`config.mk`:
```
export PLATFORM = sky130hd
export DESIGN_NAME = stream_find_replace
export DESIGN_NICKNAME = d
export VERILOG_FILES = /design/src/rtl/sfr_pkg.sv /design/src/rtl/sfr_ctrl.sv /design/src/rtl/sfr_datapath.sv /design/src/rtl/stream_find_replace.sv
export SDC_FILE = /design/constraint.sdc
export NUM_CORES = 1
export LEC_CHECK = 0
export BUFFER_PORTS_ARGS = -buffer_cell sky130_fd_sc_hd__buf_4
export CAP_MARGIN = 20
export CORE_MARGIN = 4
export CORE_UTILIZATION = 55
export DETAILED_ROUTE_END_ITERATION = 8
export PLACE_DENSITY = 0.69
export SYNTH_ARGS = -nofsm -noshare
export SYNTH_HDL_FRONTEND = slang
export SYNTH_SLANG_ARGS = --single-unit
export TNS_END_PERCENT = 100
```
`constraint.sdc`:
```
create_clock -name i_clk -period 5.5 [get_ports i_clk]
set_input_delay 0.825 -clock i_clk [delete_from_list [all_inputs] [get_ports i_clk]]
set_output_delay 0.825 -clock i_clk [all_outputs]
set_load 0.02 [all_outputs]
```
`src/rtl/sfr_pkg.sv`:
```
// shared types, constants and helpers for the stream find-and-replace block
`timescale 1ns / 1ps

package sfr_pkg;

    localparam int PATTERN_MAX = 8;
    localparam int REPLACE_MAX = 8;
    localparam int BYTE_W      = 8;
    localparam int WORD_W      = PATTERN_MAX * BYTE_W;
    localparam int LEN_W       = 4;
    localparam int POS_W       = 3;
    localparam int CFG_IDX_W   = 2;

    typedef enum logic [CFG_IDX_W-1:0] {
        CFG_PATTERN_BYTES      = 2'd0,
        CFG_PATTERN_LENGTH     = 2'd1,
        CFG_REPLACEMENT_BYTES  = 2'd2,
        CFG_REPLACEMENT_LENGTH = 2'd3
    } t_cfg_idx;

    // controller to datapath
    typedef struct packed {
        logic load;
        logic step;
        logic finish;
        logic advance;
    } t_cmd;

    // datapath to controller
    typedef struct packed {
        logic full_match;
        logic suffix_ok;
        logic emit_none;
        logic emit_last;
    } t_status;

    function automatic logic [BYTE_W-1:0] get_byte(input logic [WORD_W-1:0] word,
                                                  input logic [POS_W-1:0] k);
        get_byte = word[{k, 3'b000} +: BYTE_W];
    endfunction

endpackage

```
`src/rtl/sfr_ctrl.sv`:
```
// controller state machine: accept, suffix search, output beats
`timescale 1ns / 1ps

module sfr_ctrl (
    input  logic            i_clk,
    input  logic            i_rst_n,
    input  logic            i_in_valid,
    input  logic            i_out_ready,
    input  sfr_pkg::t_status i_status,
    output sfr_pkg::t_cmd   o_cmd,
    output logic            o_in_ready,
    output logic            o_out_valid
);
    import sfr_pkg::*;

    typedef enum logic [2:0] {
        ST_IDLE   = 3'b001,
        ST_SEARCH = 3'b010,
        ST_EMIT   = 3'b100
    } t_state;

    t_state r_state, n_state;

    always_ff @(posedge i_clk) begin
        if (!i_rst_n) begin
            r_state <= ST_IDLE;
        end else begin
            r_state <= n_state;
        end
    end

    always_comb begin
        n_state = r_state;
        o_cmd   = '0;
        unique case (r_state)
            ST_IDLE: begin
                if (i_in_valid) begin
                    o_cmd.load = 1'b1;
                    n_state    = ST_SEARCH;
                end
            end
            ST_SEARCH: begin
                if (i_status.full_match || i_status.suffix_ok) begin
                    o_cmd.finish = 1'b1;
                    n_state      = i_status.emit_none ? ST_IDLE : ST_EMIT;
                end else begin
                    o_cmd.step = 1'b1;
                end
            end
            ST_EMIT: begin
                if (i_out_ready) begin
                    o_cmd.advance = 1'b1;
                    if (i_status.emit_last) begin
                        n_state = ST_IDLE;
                    end
                end
            end
            default: begin
                n_state = ST_IDLE;
            end
        endcase
    end

    assign o_in_ready  = (r_state == ST_IDLE);
    assign o_out_valid = (r_state == ST_EMIT);

endmodule

```
`src/rtl/sfr_datapath.sv`:
```
// datapath: config registers, match count, suffix compare lanes, output select
`timescale 1ns / 1ps

module sfr_datapath (
    input  logic                        i_clk,
    input  logic                        i_rst_n,
    input  logic                        i_cfg_we,
    input  logic [sfr_pkg::CFG_IDX_W-1:0] i_cfg_index,
    input  logic [sfr_pkg::WORD_W-1:0]  i_cfg_data,
    input  logic [sfr_pkg::BYTE_W-1:0]  i_in_byte,
    input  logic                        i_in_end,
    input  sfr_pkg::t_cmd               i_cmd,
    output sfr_pkg::t_status            o_status,
    output logic [sfr_pkg::BYTE_W-1:0]  o_out_byte,
    output logic                        o_run_last,
    output logic                        o_final_byte
);
    import sfr_pkg::*;

    logic [WORD_W-1:0] r_pat, r_rep;
    logic [LEN_W-1:0]  r_plen, r_rlen;
    logic [POS_W-1:0]  r_count, n_count;
    logic [BYTE_W-1:0] r_c;
    logic              r_last;
    logic [POS_W-1:0]  r_m, n_m;
    logic [LEN_W-1:0]  r_s;
    logic [POS_W-1:0]  r_idx;

    logic [LEN_W-1:0]  plen_eff, rlen_eff, len, n_emit;
    logic [POS_W-1:0]  plen_m1;
    logic [PATTERN_MAX-1:0] lane_ok;
    logic              full;

    // clamp lengths
    always_comb begin
        if (r_plen == '0) begin
            plen_eff = LEN_W'(1);
        end else if (r_plen > LEN_W'(PATTERN_MAX)) begin
            plen_eff = LEN_W'(PATTERN_MAX);
        end else begin
            plen_eff = r_plen;
        end
        rlen_eff = (r_rlen > LEN_W'(REPLACE_MAX)) ? LEN_W'(REPLACE_MAX) : r_rlen;
    end

    assign plen_m1 = POS_W'(plen_eff - LEN_W'(1));
    assign n_m     = (r_count > plen_m1) ? plen_m1 : r_count;
    assign len     = {1'b0, r_m} + LEN_W'(1);
    assign full    = (len == plen_eff) && (r_c == get_byte(r_pat, r_m));

    // pending bytes are pattern bytes followed by the new byte
    function automatic logic [BYTE_W-1:0] buf_byte(input logic [POS_W-1:0] k,
                                                  input logic [POS_W-1:0] m,
                                                  input logic [BYTE_W-1:0] c,
                                                  input logic [WORD_W-1:0] pat);
        buf_byte = (k < m) ? get_byte(pat, k) : c;
    endfunction

    // one compare lane per pattern position for the current start
    for (genvar g = 0; g < PATTERN_MAX; g++) begin : g_lane
        logic [LEN_W-1:0] pos;
        assign pos = r_s + LEN_W'(g);
        assign lane_ok[g] = (pos >= len) ||
            (buf_byte(pos[POS_W-1:0], r_m, r_c, r_pat) == get_byte(r_pat, POS_W'(g)));
    end

    assign n_emit = full ? rlen_eff : (r_last ? len : r_s);

    assign o_status.full_match = full;
    assign o_status.suffix_ok  = &lane_ok;
    assign o_status.emit_none  = (n_emit == '0);
    assign o_status.emit_last  = ({1'b0, r_idx} == n_emit - LEN_W'(1));

    assign o_out_byte   = full ? get_byte(r_rep, r_idx) : buf_byte(r_idx, r_m, r_c, r_pat);
    assign o_run_last   = o_status.emit_last;
    assign o_final_byte = o_status.emit_last & r_last;

    assign n_count = (full || r_last) ? '0 : POS_W'(len - r_s);

    always_ff @(posedge i_clk) begin
        if (!i_rst_n) begin
            r_pat   <= '0;
            r_plen  <= LEN_W'(1);
            r_rep   <= '0;
            r_rlen  <= '0;
            r_count <= '0;
        end else begin
            if (i_cfg_we) begin
                unique case (t_cfg_idx'(i_cfg_index))
                    CFG_PATTERN_BYTES:      r_pat  <= i_cfg_data;
                    CFG_PATTERN_LENGTH:     r_plen <= i_cfg_data[LEN_W-1:0];
                    CFG_REPLACEMENT_BYTES:  r_rep  <= i_cfg_data;
                    CFG_REPLACEMENT_LENGTH: r_rlen <= i_cfg_data[LEN_W-1:0];
                    default:                r_pat  <= r_pat;
                endcase
            end
            if (i_cmd.finish) begin
                r_count <= n_count;
            end
        end
    end

    always_ff @(posedge i_clk) begin
        if (i_cmd.load) begin
            r_c    <= i_in_byte;
            r_last <= i_in_end;
            r_m    <= n_m;
            r_s    <= '0;
        end else if (i_cmd.step) begin
            r_s    <= r_s + LEN_W'(1);
        end
        if (i_cmd.finish) begin
            r_idx <= '0;
        end else if (i_cmd.advance) begin
            r_idx <= r_idx + POS_W'(1);
        end
    end

endmodule

```
`src/rtl/stream_find_replace.sv`:
```
// top level of the streaming find-and-replace block
`timescale 1ns / 1ps
//
// Input stream (i_s_*): one source byte per beat, tlast marks the last byte of a stream.
// Output stream (o_m_*): one rewritten byte per beat; tuser is set on the last beat
// caused by an input byte, tlast on the very last beat of the stream.
// Config channel (i_cfg_*): index 0 pattern bytes, 1 pattern length, 2 replacement
// bytes, 3 replacement length; always ready, write only while no byte is in flight.
// One byte is handled at a time. An accepted byte is loaded, then a suffix search
// tries the candidate starts one after another (1 to 9 starts; a full match ends it
// at the first), then the byte yields 0 to 8 output beats.
// The output holds its beat while the receiver stalls, and no new byte is taken
// until every beat of the current one has been delivered.
// Synchronous reset clears the match count, sets pattern length 1, replacement
// length 0, and leaves the block ready for input.
//
module stream_find_replace (
    input  logic        i_clk,
    input  logic        i_rst_n,
    input  logic        i_cfg_valid,
    output logic        o_cfg_ready,
    input  logic [1:0]  i_cfg_index,
    input  logic [63:0] i_cfg_data,
    input  logic        i_s_tvalid,
    output logic        o_s_tready,
    input  logic [7:0]  i_s_tdata,   // in_byte
    input  logic        i_s_tlast,   // stream_end
    output logic        o_m_tvalid,
    input  logic        i_m_tready,
    output logic [7:0]  o_m_tdata,   // out_byte
    output logic        o_m_tuser,   // run_last
    output logic        o_m_tlast    // final_byte
);
    import sfr_pkg::*;

    t_cmd    cmd;
    t_status status;

    assign o_cfg_ready = 1'b1;

    sfr_ctrl u_ctrl (
        .i_clk       (i_clk),
        .i_rst_n     (i_rst_n),
        .i_in_valid  (i_s_tvalid),
        .i_out_ready (i_m_tready),
        .i_status    (status),
        .o_cmd       (cmd),
        .o_in_ready  (o_s_tready),
        .o_out_valid (o_m_tvalid)
    );

    sfr_datapath u_dp (
        .i_clk        (i_clk),
        .i_rst_n      (i_rst_n),
        .i_cfg_we     (i_cfg_valid & o_cfg_ready),
        .i_cfg_index  (i_cfg_index),
        .i_cfg_data   (i_cfg_data),
        .i_in_byte    (i_s_tdata),
        .i_in_end     (i_s_tlast),
        .i_cmd        (cmd),
        .o_status     (status),
        .o_out_byte   (o_m_tdata),
        .o_run_last   (o_m_tuser),
        .o_final_byte (o_m_tlast)
    );

endmodule

```
==> flow_metrics.env, run 1 <==
export IMPL_clk_pin_slew_ns=0.08
export IMPL_grt_usage=0.404
export IMPL_worstHoldPathType="reg -> reg"
export IMPL_core_rowCount=59
export IMPL_grt_pass1_vias=13700
export IMPL_critPathMaxFanout=21
export IMPL_ys_seq_area_frac=0.230
export IMPL_p_leak_nw=6.03
export IMPL_outcome="complete, no violations"
export IMPL_cts_inserted_buffers=17
export IMPL_cp_start_kind="flop"
export IMPL_post_synth_num_cell_types=79
export IMPL_area_growth_pct=12.1
export IMPL_synth_edf_count=12
export IMPL_arrival_ns=5.22
export IMPL_dp_hpwl_mm=40.9
export IMPL_antenna_found_initial=3
export IMPL_clk_latency_ns=0.44
export IMPL_fp_dieH_um=171
export IMPL_fin_util=0.625
export IMPL_cts_resized=0
export IMPL_power_total_mw=4.06
export IMPL_seq_area_um2=3350
export IMPL_ios=93
export IMPL_yosys_warnings=0
export IMPL_cts_tree="yes"
export IMPL_drt_iter0_markers=2008
export IMPL_endpoint_kind="flop"
export IMPL_cts_sinks=161
export IMPL_grt_max_degree=108
export IMPL_setup_viol=0
export IMPL_maxSlewViolCount=0
export IMPL_peakVddDrop_mv=0.196
export IMPL_ant_nets=0
export IMPL_yosysMostFrequentCell="nand2_1"
export IMPL_start_util=0.558
export IMPL_grt_pass1_wl_mm=87.6
export IMPL_slew_limit_headroom=0.374
export IMPL_gp_congestion=1.06
export IMPL_rsz0062_at_grt="no"
export IMPL_finalNetCount=1870
export IMPL_io_buffers=91
export IMPL_yosys_top_cells_count="nand2_1 (311), a21oi_1 (173), dfxtp_1 (149)"
export IMPL_vias=14300
export IMPL_multi_input_area_um2=10200
export IMPL_grt_ovfl_total=0
export IMPL_synth_seq_cells=161
export IMPL_crit_type="reg -> reg"
export IMPL_synthFlopType="dfxtp_1"
export IMPL_max_freq_ghz=0.203
export IMPL_slowest_delay_ns=0.82
export IMPL_syn_nets=1833
export IMPL_slowest_stage="ha_2"
export IMPL_viasPerCell=6.88
export IMPL_worstPathRequired_ns=5.79
export IMPL_crit_top_cell="a2111oi_0"
export IMPL_placed_area_um2=15600
export IMPL_fin_crit_ns=4.93
export IMPL_stdcell_area_um2=16300
export IMPL_syn_cell_area_um2=14500
export IMPL_max_slew_worst_pin_slew_ns=0.938
export IMPL_design_die_area_um2=29100
export IMPL_die_w_um=171
export IMPL_path_cells="inv_1 -> ha_2 -> mux2_2 -> a221oi_1 -> o311ai_1 -> nand4b_1 -> a2111oi_0 -> a2111oi_0 -> or4b_4 -> o31ai_4 -> mux2i_1 -> nor2_1"
export IMPL_fillers=2242
export IMPL_cap_violations=0
export IMPL_finalSetupTns_ns=0
export IMPL_synthCells=1699
export IMPL_use_met1=0.521
export IMPL_cts_hold_fix_buffers=0
export IMPL_syn_avg_cell_area_um2=8.56
export IMPL_grt_busiest_layer="met2"
export IMPL_cts_max_path_buffers=2
export IMPL_yosysTopAreaCell="dfxtp_1"
export IMPL_cts_root_buf="clkbuf_16"
export IMPL_drive_gt1_frac=0.189
export IMPL_core_area_um2=26100
export IMPL_met3_usage=0.113
export IMPL_avgRoutedWirePerCell_um=28.8
export IMPL_antenna_diode_count=0
export IMPL_routed_wl_mm=60.0
export IMPL_power_density_nw_per_um2=249
export IMPL_final_hold_viol_count=0
export IMPL_use_met2=0.584
export IMPL_synth_area_top_cells="dfxtp_1 (21%), mux4_2 (11%), mux2i_1 (8.6%)"
export IMPL_fin_worst_skew_ns=0.0160
export IMPL_synth_top_area_frac=0.205
export IMPL_h_tree_depth=4
export IMPL_synthArstFlopShare=0
export IMPL_postLayoutSetupSlackWorst_ns=0.570
export IMPL_drc=0
export IMPL_dp_slack_ns=0.521
export IMPL_first_pass_iters=6
export IMPL_min_period_over_period=0.896
[critical path, delay by kind of cell (launching register included)]
kind	cells	cell delay (ns)
flip-flops	1	0.47
buffers and inverters	1	0.22
adder cells (fa/ha/maj)	1	0.82
AND/OR/NAND/NOR	3	0.83
multiplexers	2	0.63
AO/OA/AOI/OAI	5	1.79
[placed cells by master, fill, tap and decap left out, drive strengths merged, types with 19 or more instances in the layout]
cell type	n
a21oi	173
nand3	19
xor2	71
inv	46
buf	195
xnor2	119
mux4	85
nor2	44
dfxtp	149
o21ai	30
nand2	311
mux2i	125
ha	53
[area by class of cell]
class | count | area share
clock buffer | 17 | 0.0261
clock inverter | 15 | 0.0121
inverter | 43 | 0.0101
multi-input combinational | 1318 | 0.629
sequential | 161 | 0.206
tap | 335 | 0.0257
timing repair buffer | 195 | 0.0914
[where the power goes]
| part | leakage, nW | internal (mW) | switching [mW] | total, mW |
|---|---|---|---|---|
| clock network | 0.297 | 0.662 | 0.627 | 1.29 |
| logic | 4.40 | 0.609 | 0.854 | 1.46 |
| registers | 1.33 | 1.23 | 0.0725 | 1.30 |
| total | 6.03 | 2.50 | 1.55 | 4.06 |
[per-layer routing]
| layer | wire length [µm] | part of all wire | vias up |
|---|---|---|---|
| met5 | 7 | 0.00012 | - |
| met4 | 5170 | 0.086 | 2 |
| met3 | 7500 | 0.12 | 291 |
| met2 | 25200 | 0.42 | 1087 |
| met1 | 22100 | 0.37 | 6814 |
| li1 | - | - | 6149 |
[registers in the layout, indices dropped and copies added (netlist names)]
signal and cells:
u_dp.r_count 3, u_dp.r_pat 64, u_dp.r_c 8, u_dp.r_s 4, u_dp.r_idx 3, u_dp.r_rep 64, u_dp.r_rlen 4, u_dp.r_m 3
u_dp.r_plen 4, u_ctrl.r_state 3, u_dp.r_last 1
[path summary, 6_finish.rpt]
| kind | from | endpoint | slack, ns | cells past startpoint |
|---|---|---|---|---|
| worst min register to register | u_dp.r_rep[18] | u_dp.r_rep[18] | 0.45 | 2 |
| worst min-delay path | u_dp.r_rep[18] | u_dp.r_rep[18] | 0.45 | 2 |
| worst max-delay path | u_dp.r_s[1] | u_dp.r_s[1] | 0.57 | 12 |
| worst max register to register | u_dp.r_s[1] | u_dp.r_s[1] | 0.57 | 12 |
[through the flow]
stage / hold slack, ns / std cells
final: 0.453 / 2084
after global routing: 0.476 / 2084
after CTS: 0.455 / 2082
after detailed placement: 0.444 / 2044
after global placement: 0.440 / 2044
after floorplan: 0.433 / 1699
[repair_timing]
action | 4_1_cts | 5_1_grt
buffers inserted | 6 | 2
setup endpoints to repair | 1 | 2
pin swaps | 0 | 1
[logic make-up after synthesis]
kind of cell / synth area share
muxes: 0.235
adders and majority gates: 0.0470
DFF: 0.230
buffers and inverters: 0.0664
xor gates and xnor gates: 0.116
and+or+nand+nor: 0.144
other: 0.000258
AOI/OAI and AO/OA: 0.161
No activity file was read; power rests on OpenSTA's default activity.
==> inputs of run 2 (changes only) <==
ABC_AREA = 1   (was unset)
PLACE_DENSITY = 0.7   (was 0.69)
==> flow_metrics.env, run 2 <==
export IMPL_fp_dieH_um=164
export IMPL_cp_start_kind="flop"
export IMPL_antenna_found_initial=0
export IMPL_vias=16700
export IMPL_die_w_um=164
export IMPL_rr_worst_depth=24
export IMPL_yosysMostFrequentCell="nand2_1"
export IMPL_viasPerCell=6.31
export IMPL_avgRoutedWirePerCell_um=22.6
export IMPL_io_buffers=91
export IMPL_start_util=0.564
export IMPL_cap_violations=0
export IMPL_rr_startpoint="u_dp.r_s[1]"
export IMPL_crit_top_cell="nand2_1"
export IMPL_fin_crit_ns=5.14
export IMPL_core_rowCount=56
export IMPL_finalNetCount=2443
export IMPL_multi_input_area_um2=8700
export IMPL_final_hold_viol_count=0
export IMPL_post_cts_buffers=0
export IMPL_seq_area_um2=3350
export IMPL_rsz0062_at_grt="no"
export IMPL_endpoint_kind="output port"
export IMPL_fin_worst_skew_ns=0.0172
export IMPL_worstPathRequired_ns=4.68
export IMPL_worstHoldPathType="reg -> reg"
export IMPL_max_freq_ghz=0.195
export IMPL_crit_family="simple AND/OR/NAND/NOR gates"
export IMPL_synth_edf_count=12
export IMPL_grt_ovfl_total=0
export IMPL_min_period_over_period=0.935
export IMPL_area_growth_pct=9.65
export IMPL_first_pass_iters=9
export IMPL_max_slew_worst_pin_slew_ns=0.973
export IMPL_path_cells="inv_2 -> nand2_1 -> nand2_1 -> xor2_1 -> nor2_1 -> nand2_1 -> nor2_2 -> nand3_1 -> nor2_4 -> nand2_1 -> nand2_2 -> ha_1 -> xor2_1 -> nand3_1 -> nand2_1 -> nand3_1 -> nor3_1 -> buf_4"
export IMPL_mostFrequentLayoutCell="nand2_1"
export IMPL_cts_inserted_buffers=17
export IMPL_crit_type="reg -> out"
export IMPL_synth_seq_cells=161
export IMPL_slew_limit_headroom=0.351
export IMPL_yosysTopAreaCell="dfxtp_1"
export IMPL_antenna_diode_count=0
export IMPL_ios=93
export IMPL_core_area_um2=23700
export IMPL_layout_common_cells="nand2_1 (732), nand3_1 (443), o21ai_0 (204)"
export IMPL_yosys_top_cells_count="nand2_1 (732), nand3_1 (443), o21ai_0 (204)"
export IMPL_clk_pin_slew_ns=0.07
export IMPL_peakVddDrop_mv=1.15
export IMPL_maxSlewViolCount=0
export IMPL_ant_nets=0
export IMPL_slowest_stage="edfxtp_1"
export IMPL_drive_gt1_frac=0.0857
export IMPL_cts_hold_fix_buffers=0
export IMPL_yosys_warnings=0
export IMPL_critPathBufInv=2
export IMPL_routed_wl_mm=59.8
export IMPL_cts_resized=0
export IMPL_synth_area_top_cells="dfxtp_1 (22%), nand2_1 (21%), nand3_1 (17%)"
export IMPL_synthCells=2297
export IMPL_dp_hpwl_mm=43.0
export IMPL_slowest_delay_ns=0.68
export IMPL_cts_max_path_buffers=2
export IMPL_syn_nets=2431
export IMPL_outcome="complete, no violations"
export IMPL_hold_ws_ns=0.450
export IMPL_fillers=2344
export IMPL_clk_latency_ns=0.45
export IMPL_min_from="u_dp.r_rep[22]"
export IMPL_gp_congestion=1.09
export IMPL_finalSetupTns_ns=0
export IMPL_grt_pass1_wl_mm=87.6
export IMPL_synthArstFlopShare=0
export IMPL_syn_avg_cell_area_um2=5.81
export IMPL_min_to="u_dp.r_rep[22]"
export IMPL_ys_seq_area_frac=0.250
export IMPL_cts_sinks=161
export IMPL_drt_iter0_markers=2705
export IMPL_synthFlopType="dfxtp_1"
export IMPL_design_die_area_um2=26800
export IMPL_post_synth_num_cell_types=42
export IMPL_reg2reg_to="u_ctrl.r_state[2]"
export IMPL_grt_max_degree=97
export IMPL_cts_tree="yes"
export IMPL_p_leak_nw=7.00
export IMPL_largestRegisters="u_dp.r_pat: 64 flops, u_dp.r_rep: 64 flops, u_dp.r_c: 8 flops"
export IMPL_synth_top_area_frac=0.223
export IMPL_drc=0
export IMPL_cts_root_buf="clkbuf_16"
export IMPL_arrival_ns=4.32
export IMPL_grt_pass1_vias=14700
export IMPL_power_density_nw_per_um2=626
export IMPL_rrSetupSlack_ns=0.85
export IMPL_critPathMaxFanout=18
export IMPL_power_total_mw=9.16
export IMPL_min_path_cells=2
export IMPL_h_tree_depth=4
export IMPL_setup_viol=0
export IMPL_syn_cell_area_um2=13400
export IMPL_grt_usage=0.434
==> run 2: cell families after synthesis <==
group,after synthesis,share of synthesized area
AND/OR/NAND/NOR,1354,0.429
AO/OA/AOI/OAI,404,0.159
buffers and inverters,308,0.0987
flip-flops,161,0.250
adder cells (fa/ha/maj),54,0.0512
XOR/XNOR,15,0.0110
other,1,0.000281
==> run 2: layout make-up <==
type,instances,area share
multi-input cells,1829,0.594
flip-flops and latches,161,0.229
repair buffers,125,0.0641
inverters,175,0.0451
clock buffers,18,0.0300
well taps,319,0.0273
clock inverters,14,0.0108
==> run 2: worst max path at each step <==
stage / from / endpoint / slack (ns) / cells after the start
3_3_place_gp: u_dp.r_m[2] / o_m_tlast / 0.92 / 18
3_5_place_dp: u_dp.r_m[2] / o_m_tlast / 0.84 / 18
5_1_grt: u_dp.r_m[2] / o_m_tlast / 0.04 / 18
4_1_cts: u_dp.r_m[2] / o_m_tlast / 0.36 / 18
2_1_floorplan: u_dp.r_m[0] / o_m_tlast / 1.71 / 19
6_report: u_dp.r_m[2] / o_m_tlast / 0.36 / 18
==> run 2: stage by stage <==
step	util	worst slack [ns]	cell area, µm²	std cells
finish	0.618	0.359	14600	2641
global route	0.618	0.0431	14600	2641
CTS	0.618	0.360	14600	2639
detailed placement	0.592	0.843	14000	2607
global placement	0.592	0.915	14000	2607
floorplan	-	1.71	13400	2297
==> run 2: report_power, final <==
group	total (mW)	internal (mW)	switching (mW)
Sequential	1.44	1.29	0.152
Clock	1.24	0.626	0.616
Combinational	6.48	1.97	4.51
==> run 2: worst min-delay path, cell delays in order (launching register included) <==
cell and delay, ns:
dfxtp_1 0.30, inv_1 0.05, a21oi_1 0.05
==> run 2: per-layer routing <==
metal	share of wire	routed length, µm	up-vias	global-route usage
met5	0	0	-	0
met4	0.075	4500	0	0.269
met3	0.15	8910	281	0.125
met2	0.40	23800	1228	0.613
met1	0.38	22600	7557	0.580
li1	-	-	7610	-
